--- src/brb_pkg.sv ---
// ---------------------------------------------------------------------------
// brb_pkg: shared types and constants for the byte ring buffer
// request and result layouts, register map, mode and policy codes
// ---------------------------------------------------------------------------
package brb_pkg;

  localparam int unsigned DEPTH_DEFAULT = 256;
  localparam int unsigned DATA_W        = 8;
  localparam int unsigned LEVEL_W       = 9;
  localparam int unsigned TOTAL_W       = 32;
  localparam int unsigned APB_DATA_W    = 32;
  localparam int unsigned APB_ADDR_W    = 4;

  // request modes
  localparam logic [1:0] MODE_WRITE = 2'd0;
  localparam logic [1:0] MODE_READ  = 2'd1;
  localparam logic [1:0] MODE_FLUSH = 2'd2;

  // overflow policies, any other code behaves as drop newest
  localparam logic [1:0] POLICY_DROP_OLDEST = 2'd0;
  localparam logic [1:0] POLICY_DROP_NEWEST = 2'd1;
  localparam logic [1:0] POLICY_ERROR       = 2'd2;

  // register byte addresses
  localparam logic [APB_ADDR_W-1:0] ADDR_POLICY    = 4'h0;
  localparam logic [APB_ADDR_W-1:0] ADDR_HIGH_MARK = 4'h4;
  localparam logic [APB_ADDR_W-1:0] ADDR_LOW_MARK  = 4'h8;

  typedef struct packed {
    logic [1:0]        mode;
    logic [DATA_W-1:0] write_byte;
    logic              block_end;
  } brb_in_t;

  typedef struct packed {
    logic [DATA_W-1:0]  read_byte;
    logic               read_valid;
    logic               write_accepted;
    logic [LEVEL_W-1:0] fill_level;
    logic               high_water;
    logic [LEVEL_W-1:0] peak_fill;
    logic [TOTAL_W-1:0] overflow_total;
  } brb_out_t;

  typedef struct packed {
    logic [1:0]         overflow_policy;
    logic [LEVEL_W-1:0] high_mark;
    logic [LEVEL_W-1:0] low_mark;
  } brb_cfg_t;

endpackage

--- src/brb_cfg.sv ---
// ---------------------------------------------------------------------------
// brb_cfg: configuration registers
// apb-style write and readback of policy and water marks
// ---------------------------------------------------------------------------
module brb_cfg
  import brb_pkg::*;
(
  input  logic                  clk_i,
  input  logic                  rst_ni,
  input  logic                  psel,
  input  logic                  penable,
  input  logic                  pwrite,
  input  logic [APB_ADDR_W-1:0] paddr,
  input  logic [APB_DATA_W-1:0] pwdata,
  output logic [APB_DATA_W-1:0] prdata,
  output logic                  pready,
  output brb_cfg_t              cfg_o
);

  brb_cfg_t cfg_q, cfg_d;
  logic     wr_en;

  assign pready = 1'b1;
  assign wr_en  = psel && penable && pwrite;

  always_comb begin
    cfg_d = cfg_q;
    if (wr_en) begin
      case (paddr)
        ADDR_POLICY:    cfg_d.overflow_policy = pwdata[1:0];
        ADDR_HIGH_MARK: cfg_d.high_mark       = pwdata[LEVEL_W-1:0];
        ADDR_LOW_MARK:  cfg_d.low_mark        = pwdata[LEVEL_W-1:0];
        default:        cfg_d = cfg_q;
      endcase
    end
  end

  always_ff @(posedge clk_i or negedge rst_ni) begin
    if (!rst_ni) begin
      cfg_q <= '0;
    end else begin
      cfg_q <= cfg_d;
    end
  end

  always_comb begin
    case (paddr)
      ADDR_POLICY:    prdata = APB_DATA_W'(cfg_q.overflow_policy);
      ADDR_HIGH_MARK: prdata = APB_DATA_W'(cfg_q.high_mark);
      ADDR_LOW_MARK:  prdata = APB_DATA_W'(cfg_q.low_mark);
      default:        prdata = '0;
    endcase
  end

  assign cfg_o = cfg_q;

endmodule

--- src/brb_store.sv ---
// ---------------------------------------------------------------------------
// brb_store: byte storage
// one write port, one read port with registered read data
// ---------------------------------------------------------------------------
module brb_store
  import brb_pkg::*;
#(
  parameter int unsigned DEPTH = DEPTH_DEFAULT
) (
  input  logic                     clk_i,
  input  logic                     wr_en_i,
  input  logic [$clog2(DEPTH)-1:0] wr_addr_i,
  input  logic [DATA_W-1:0]        wr_data_i,
  input  logic                     rd_en_i,
  input  logic [$clog2(DEPTH)-1:0] rd_addr_i,
  output logic [DATA_W-1:0]        rd_data_o
);

  logic [DATA_W-1:0] mem_q [DEPTH];
  logic [DATA_W-1:0] rd_data_q;

  always_ff @(posedge clk_i) begin
    if (wr_en_i) begin
      mem_q[wr_addr_i] <= wr_data_i;
    end
  end

  always_ff @(posedge clk_i) begin
    if (rd_en_i) begin
      rd_data_q <= mem_q[rd_addr_i];
    end
  end

  assign rd_data_o = rd_data_q;

endmodule

--- src/byte_ring_buffer_with_overflow_policy.sv ---
// ---------------------------------------------------------------------------
// byte_ring_buffer_with_overflow_policy: byte fifo with overflow handling
// circular byte store with fill statistics and a high-water flag
// ---------------------------------------------------------------------------
// Each request is a byte write, a byte read, a flush or a spare no-op, and
// gives exactly one result that shows the state after it. One request is
// taken every clock cycle unless in_stall_o holds it; its result goes through
// two register stages (the state and storage read register, then the output
// register), and a stalled result does not stop the next request until both
// stages are full. The rate is set by the single pass through the pointer and
// fill-count update, with one store write port and one registered read port.
// When the fifo is full the overflow policy decides: drop oldest discards the
// oldest byte and keeps the new one, drop newest and error reject it (error
// also leaves the high-water flag untouched). The overflow total counts
// blocks, closed by block_end, in which any byte met a full fifo. A flush
// clears pointers, fill level and the flag but keeps peak and overflow
// statistics. The store needs no clearing after reset; reads only reach
// bytes that were written.
// ---------------------------------------------------------------------------
module byte_ring_buffer_with_overflow_policy
  import brb_pkg::*;
#(
  parameter int unsigned DEPTH = DEPTH_DEFAULT
) (
  input  logic                  clk_i,
  input  logic                  rst_ni,
  // request channel
  input  logic                  in_valid_i,
  output logic                  in_stall_o,
  input  brb_in_t               in_req_i,
  // result channel
  output logic                  out_valid_o,
  input  logic                  out_stall_i,
  output brb_out_t              out_res_o,
  // configuration
  input  logic                  psel,
  input  logic                  penable,
  input  logic                  pwrite,
  input  logic [APB_ADDR_W-1:0] paddr,
  input  logic [APB_DATA_W-1:0] pwdata,
  output logic [APB_DATA_W-1:0] prdata,
  output logic                  pready
);

  localparam int unsigned PTR_W = $clog2(DEPTH);
  localparam int unsigned CNT_W = $clog2(DEPTH + 1);
  // compare width wide enough for both fill count and water marks
  localparam int unsigned CMP_W = (CNT_W > LEVEL_W) ? CNT_W : LEVEL_W;

  localparam logic [PTR_W-1:0] PTR_LAST = PTR_W'(DEPTH - 1);
  localparam logic [CNT_W-1:0] CNT_FULL = CNT_W'(DEPTH);

  brb_cfg_t cfg;

  brb_cfg u_cfg (
    .clk_i   (clk_i),
    .rst_ni  (rst_ni),
    .psel    (psel),
    .penable (penable),
    .pwrite  (pwrite),
    .paddr   (paddr),
    .pwdata  (pwdata),
    .prdata  (prdata),
    .pready  (pready),
    .cfg_o   (cfg)
  );

  // fifo state
  logic [PTR_W-1:0]   wptr_q, wptr_d;
  logic [PTR_W-1:0]   rptr_q, rptr_d;
  logic [CNT_W-1:0]   fill_q, fill_d;
  logic [CNT_W-1:0]   peak_q, peak_d;
  logic [TOTAL_W-1:0] ovf_cnt_q, ovf_cnt_d;
  logic               flag_q, flag_d;
  logic               blk_ovf_q, blk_ovf_d;

  // stage a: request done, state registers and read data hold its result
  logic a_valid_q;
  logic a_rvalid_q, a_rvalid_d;
  logic a_acc_q, a_acc_d;
  // stage b: output register
  logic     o_valid_q;
  brb_out_t o_res_q;

  logic a_move;
  logic in_fire;
  logic mem_we;
  logic mem_re;
  logic [DATA_W-1:0] mem_rdata;

  // handshake: stage a drains into the output register when that one frees
  assign a_move     = a_valid_q && (!o_valid_q || !out_stall_i);
  assign in_stall_o = a_valid_q && !a_move;
  assign in_fire    = in_valid_i && !in_stall_o;

  function automatic logic next_flag(input logic [CNT_W-1:0] fill,
                                     input logic cur,
                                     input logic [LEVEL_W-1:0] hi,
                                     input logic [LEVEL_W-1:0] lo);
    logic f;
    f = cur;
    if (CMP_W'(fill) >= CMP_W'(hi)) f = 1'b1;
    // clearing wins when both marks are met
    if (CMP_W'(fill) <= CMP_W'(lo)) f = 1'b0;
    return f;
  endfunction

  function automatic logic [PTR_W-1:0] ptr_inc(input logic [PTR_W-1:0] p);
    return (p == PTR_LAST) ? '0 : p + 1'b1;
  endfunction

  // request processing
  always_comb begin
    logic full;
    logic store;
    logic upd;
    logic ovf_now;
    logic [CNT_W-1:0] fill_new;

    wptr_d     = wptr_q;
    rptr_d     = rptr_q;
    fill_d     = fill_q;
    peak_d     = peak_q;
    ovf_cnt_d  = ovf_cnt_q;
    flag_d     = flag_q;
    blk_ovf_d  = blk_ovf_q;
    a_rvalid_d = 1'b0;
    a_acc_d    = 1'b0;
    mem_we     = 1'b0;
    mem_re     = 1'b0;
    ovf_now    = 1'b0;

    full     = (fill_q == CNT_FULL);
    store    = !full || (cfg.overflow_policy == POLICY_DROP_OLDEST);
    upd      = !(full && (cfg.overflow_policy == POLICY_ERROR));
    fill_new = full ? fill_q : fill_q + 1'b1;

    if (in_fire) begin
      case (in_req_i.mode)
        MODE_WRITE: begin
          if (store) begin
            mem_we  = 1'b1;
            wptr_d  = ptr_inc(wptr_q);
            fill_d  = fill_new;
            a_acc_d = 1'b1;
            // drop oldest on a full fifo: the oldest byte is overwritten
            if (full) rptr_d = ptr_inc(rptr_q);
            if (fill_new > peak_q) peak_d = fill_new;
          end
          if (upd) begin
            flag_d = next_flag(store ? fill_new : fill_q, flag_q,
                               cfg.high_mark, cfg.low_mark);
          end
          ovf_now = blk_ovf_q || full;
          if (in_req_i.block_end) begin
            if (ovf_now) ovf_cnt_d = ovf_cnt_q + 1'b1;
            blk_ovf_d = 1'b0;
          end else begin
            blk_ovf_d = ovf_now;
          end
        end
        MODE_READ: begin
          if (fill_q != '0) begin
            mem_re     = 1'b1;
            a_rvalid_d = 1'b1;
            rptr_d     = ptr_inc(rptr_q);
            fill_d     = fill_q - 1'b1;
            flag_d     = next_flag(fill_q - 1'b1, flag_q,
                                   cfg.high_mark, cfg.low_mark);
          end
        end
        MODE_FLUSH: begin
          wptr_d = '0;
          rptr_d = '0;
          fill_d = '0;
          flag_d = 1'b0;
        end
        default: begin
          // unused mode reports the state unchanged
        end
      endcase
    end
  end

  brb_store #(
    .DEPTH (DEPTH)
  ) u_store (
    .clk_i     (clk_i),
    .wr_en_i   (mem_we),
    .wr_addr_i (wptr_q),
    .wr_data_i (in_req_i.write_byte),
    .rd_en_i   (mem_re),
    .rd_addr_i (rptr_q),
    .rd_data_o (mem_rdata)
  );

  always_ff @(posedge clk_i or negedge rst_ni) begin
    if (!rst_ni) begin
      wptr_q    <= '0;
      rptr_q    <= '0;
      fill_q    <= '0;
      peak_q    <= '0;
      ovf_cnt_q <= '0;
      flag_q    <= 1'b0;
      blk_ovf_q <= 1'b0;
    end else begin
      wptr_q    <= wptr_d;
      rptr_q    <= rptr_d;
      fill_q    <= fill_d;
      peak_q    <= peak_d;
      ovf_cnt_q <= ovf_cnt_d;
      flag_q    <= flag_d;
      blk_ovf_q <= blk_ovf_d;
    end
  end

  // stage a flags; the state registers only change when stage a reloads
  always_ff @(posedge clk_i or negedge rst_ni) begin
    if (!rst_ni) begin
      a_valid_q <= 1'b0;
    end else if (in_fire) begin
      a_valid_q <= 1'b1;
    end else if (a_move) begin
      a_valid_q <= 1'b0;
    end
  end

  always_ff @(posedge clk_i) begin
    if (in_fire) begin
      a_rvalid_q <= a_rvalid_d;
      a_acc_q    <= a_acc_d;
    end
  end

  // result assembled from the state that the stage a request left behind
  brb_out_t a_res;
  logic [CMP_W-1:0] fill_ext;
  logic [CMP_W-1:0] peak_ext;

  assign fill_ext = CMP_W'(fill_q);
  assign peak_ext = CMP_W'(peak_q);

  always_comb begin
    a_res.read_byte      = a_rvalid_q ? mem_rdata : '0;
    a_res.read_valid     = a_rvalid_q;
    a_res.write_accepted = a_acc_q;
    a_res.fill_level     = fill_ext[LEVEL_W-1:0];
    a_res.high_water     = flag_q;
    a_res.peak_fill      = peak_ext[LEVEL_W-1:0];
    a_res.overflow_total = ovf_cnt_q;
  end

  // output register
  always_ff @(posedge clk_i or negedge rst_ni) begin
    if (!rst_ni) begin
      o_valid_q <= 1'b0;
    end else if (a_move) begin
      o_valid_q <= 1'b1;
    end else if (!out_stall_i) begin
      o_valid_q <= 1'b0;
    end
  end

  always_ff @(posedge clk_i) begin
    if (a_move) begin
      o_res_q <= a_res;
    end
  end

  assign out_valid_o = o_valid_q;
  assign out_res_o   = o_res_q;

endmodule

--- config.mk ---
export PLATFORM = sky130hd
export DESIGN_NAME = byte_ring_buffer_with_overflow_policy
export DESIGN_NICKNAME = d
export VERILOG_FILES = /design/src/brb_pkg.sv /design/src/brb_cfg.sv /design/src/brb_store.sv /design/src/byte_ring_buffer_with_overflow_policy.sv
export SDC_FILE = /design/constraint.sdc
export NUM_CORES = 2
export LEC_CHECK = 0
export BUFFER_PORTS_ARGS = -buffer_cell sky130_fd_sc_hd__buf_2
export CAP_MARGIN = 10
export CORE_MARGIN = 2
export CORE_UTILIZATION = 40
export CTS_BUF_LIST = sky130_fd_sc_hd__clkbuf_8
export CTS_CLUSTER_SIZE = 12
export DETAILED_ROUTE_END_ITERATION = 6
export GPL_ROUTABILITY_DRIVEN = 0
export PLACE_DENSITY = 0.52
export SLEW_MARGIN = 0
export SYNTH_ARGS = -nofsm -noshare
export SYNTH_HDL_FRONTEND = slang
export SYNTH_SLANG_ARGS = --single-unit
export TNS_END_PERCENT = 50
--- constraint.sdc ---
create_clock -name clk_i -period 10.4 [get_ports clk_i]
set_clock_uncertainty 0.15 [all_clocks]
set_input_delay 0.52 -clock clk_i [delete_from_list [all_inputs] [get_ports clk_i]]
set_output_delay 0.52 -clock clk_i [all_outputs]
set_load 0.02 [all_outputs]
==> metrics.md <==
| Metric | Value |
|---|---|
| Netlist cell types | 78 |
| Total global routing overflow | 0 |
| PD cells | 227 nW/µm² |
| Max VDD drop | 0.145 mV |
| DR DRC count | 0 |
| Tightest Hold Check Type | in -> reg |
| Most common cell after layout, fill and taps aside | edfxtp_1 |
| Resize count post-CTS | 0 |
| FMAX | 0.194 GHz |
| Final worst path period share | 0.496 |
| Post-synth ARST share | 0.0407 |
| M2 GR Usage | 0.326 |
| Final nets | 4,858 |
| Antenna-violating nets left | 0 |
| Clk buf depth | 4 |
| Die height | 471 µm |
| First-pass GRT wire length | 336 mm |
| Syn. warnings | 0 |
| Most frequent cells in the layout | edfxtp_1 (2,119), mux4_2 (461), clkbuf_8 (397) |
| Final Util | 0.451 |
| Wire per inst | 30.1 µm |
| Die area | 221,000 µm² |
| Via count | 44,600 |
| Die Wd | 471 µm |
| Gr usage total | 0.212 |
| Largest delay contributor family on the critical path | simple AND/OR/NAND/NOR gates |
| Clock root buffer | clkbuf_8 |
| Core ar. | 217,000 µm² |
| Clk_lat worst skew | 1.05 ns |
| Row count | 171 |
| Critical Path Sink Type | flip-flop |
| HPWL after DPL | 139 mm |
| TritonCTS Buffers | 383 |
| Syn avg cell area | 19.8 µm² |
| Cells after Synth | 4,389 |
| Met1 GRT Util | 0.303 |
| Sequential fraction of the synthesis area | 0.757 |
| Clk pin slew, worst setup/hold paths | 0.06 ns |
| Post-Syn Area | 87,000 µm² |
| Worst Tran Pin Value | 1.17 ns |
| Vias in the first global route | 45,300 |
| Design Power | 22.2 mW |
| Final Hold Viols | 0 |
| Met3 Use GR | 0.0421 |
| Final setup TNS | 0 ns |
| Post-CTS setup buffers | 0 |
| #FFs+latches synth | 2,209 |
| Drt first pass iters | 5 |
| Pin count of the biggest net entering global routing | 110 |
| Initial Util | 0.402 |
| Layout cells sized above 1 | 0.236 |
| Max_cap viols | 0 |
| Area Overhead vs Synth | 12.3% |
| CP Launch Type | flip-flop |
| Worst-path fanout max | 16 |
| Crit-path cells | inv_1, ha_1, nand2b_1, or4_1, o21a_4, nand2_4, nor3b_1, nand2_1, nor2_1 |
| Minimum clock period | 5.16 ns |
| RSZ-0062 raised after global routing | no |
| Max Slew Vio Count | 0 |
| Number of antenna violations at the first check in global routing | 8 |
| Critical Path Slowest Stage Cell | nor2_1 |
| Status | completed |
| Worst path bufs/invs | 1 |
| Via/cell ratio | 5.67 |
| Max H-tree Level | 5 |
| Buffers added on ports | 102 |
| Top-Level Pins | 150 |
| Hold Buf Count CTS | 31 |
| DR iter-0 viols | 4,632 |
| CTS tree | done |
| Final setup violation count | 0 |
| GRT busiest layer | met2 |
| EDFF count, synth | 2,119 |
| Leakage | 31.1 nW |
| CTS Sinks | 2,209 |
| CP max stage delay | 0.92 ns |
| Worst EP required | 10.86 ns |
| WS Path Type | reg -> reg |
| Ys flop type | edfxtp_1 |
| Worst path arrival time | 5.63 ns |
| Relative slew slack | 0.222 |
| Routed WL | 236 mm |
==> state kept, by name, summed over array words and instances (netlist names), 8 cells and up <==
register,count
u_store.mem_q,2048
u_store.rd_data_o,8
fill_ext,9
peak_ext,9
wptr_q,8
u_cfg.cfg_o,20
ovf_cnt_q,32
out_res_o,61
rptr_q,8
==> layout make-up <==
class,instances,area (µm²)
Sequential cell,2209,65900
Clock inverter,255,1280
Clock buffer,391,5380
Fill cell,18600,119000
Timing Repair Buffer,224,1680
Antenna cell,3,7.51
Tap cell,2854,3570
Inverter,50,190
Multi-Input combinational cell,1879,19800
==> cells in the mapped netlist (all sizes together), types with 3 or more instances <==
master | instances | share of area
o221ai | 22 | 0.0022
xor2 | 12 | 0.0012
or4 | 3 | 0.00026
a31oi | 15 | 0.0013
nor4 | 8 | 0.00082
edfxtp | 2119 | 0.73
a221oi | 61 | 0.0061
mux2 | 37 | 0.0050
mux2i | 132 | 0.015
o22a | 3 | 0.00030
and3 | 10 | 0.00072
or3 | 5 | 0.00042
a22o | 30 | 0.0030
clkinv | 3 | 0.00013
nand3 | 59 | 0.0036
a211o | 4 | 0.00042
nand4 | 10 | 0.00079
ha | 57 | 0.0082
buf | 155 | 0.011
a2111oi | 3 | 0.00030
nor2 | 319 | 0.014
o22ai | 45 | 0.0032
a21o | 8 | 0.00069
nor2b | 23 | 0.0017
xnor2 | 37 | 0.0037
nand2 | 116 | 0.0051
a21oi | 81 | 0.0047
nor3 | 29 | 0.0017
o32ai | 3 | 0.00030
a211oi | 29 | 0.0025
o31ai | 10 | 0.00086
o21a | 14 | 0.0013
clkbuf | 118 | 0.0051
o21ai | 59 | 0.0034
o211ai | 5 | 0.00043
inv | 47 | 0.0020
or2 | 6 | 0.00043
nand2b | 9 | 0.00065
a22oi | 87 | 0.0075
mux4 | 461 | 0.12
nand3b | 3 | 0.00026
and2 | 15 | 0.0011
dfrtp | 90 | 0.026
==> path summary, 6_finish.rpt <==
kind	start	endpoint	slack, ns	depth (start not counted)
worst max-delay path	fill_ext[0]$_DFFE_PN0P_	u_store.mem_q[38][7]$_DFFE_PP_	5.24	9
worst min-delay path	in_req_i[6]	u_store.mem_q[182][5]$_DFFE_PP_	0.05	1
worst max register to register	fill_ext[0]$_DFFE_PN0P_	u_store.mem_q[38][7]$_DFFE_PP_	5.24	9
worst min register to register	a_acc_q$_DFFE_PP_	out_res_o[51]$_DFFE_PP_	0.28	0
max in group asynchronous	rst_ni	rptr_q[1]$_DFFE_PN0P_	8.81	4
min in group asynchronous	rst_ni	fill_ext[2]$_DFFE_PN0P_	0.39	4
==> report_power, final <==
part	switching (mW)	internal, mW	total (mW)	leakage (nW)
combinational	3.12	1.97	5.08	7.02
clock	3.46	3.68	7.14	3.82
sequential	0.152	9.86	10.0	20.3
total	6.73	15.5	22.2	31.1
==> per-stage QoR <==
stage / worst slack, ns / cells / hold slack (ns) / area (µm²)
2_1_floorplan: 4.70 / 4411 / 0.0744 / 87100
3_3_place_gp: 5.30 / 7185 / 0.260 / 90800
3_5_place_dp: 5.23 / 7185 / 0.262 / 90800
4_1_cts: 5.23 / 7862 / 0.00231 / 97800
5_1_grt: 4.98 / 7864 / 0.0323 / 97800
6_report: 5.24 / 7865 / 0.0531 / 97800
==> cells by family after synthesis <==
| kind of cell | Yosys count | share of synthesized area |
|---|---|---|
| flip-flops | 2209 | 0.757 |
| adder cells (fa/ha/maj) | 57 | 0.00819 |
| multiplexers | 630 | 0.139 |
| XOR/XNOR | 49 | 0.00493 |
| AO/OA/AOI/OAI | 498 | 0.0406 |
| AND/OR/NAND/NOR | 621 | 0.0318 |
| other | 2 | 0.0000863 |
| buffers and inverters | 323 | 0.0181 |
==> routing by layer <==
metal	vias to the layer above	share of wire
met5	-	0.000055
met4	2	0.030
met3	437	0.070
met2	1743	0.46
met1	23700	0.44
li1	18700	-
==> worst reg2reg max path: stages, from the launching register on <==
cell and delay (ns):
dfrtp_1 0.59, inv_1 0.20, ha_1 0.30, nand2b_1 0.19
or4_1 0.36, o21a_4 0.23, nand2_4 0.12, nor3b_1 0.88
nand2_1 0.79, nor2_1 0.94
Note: power is estimated with default switching activity, not from simulation.
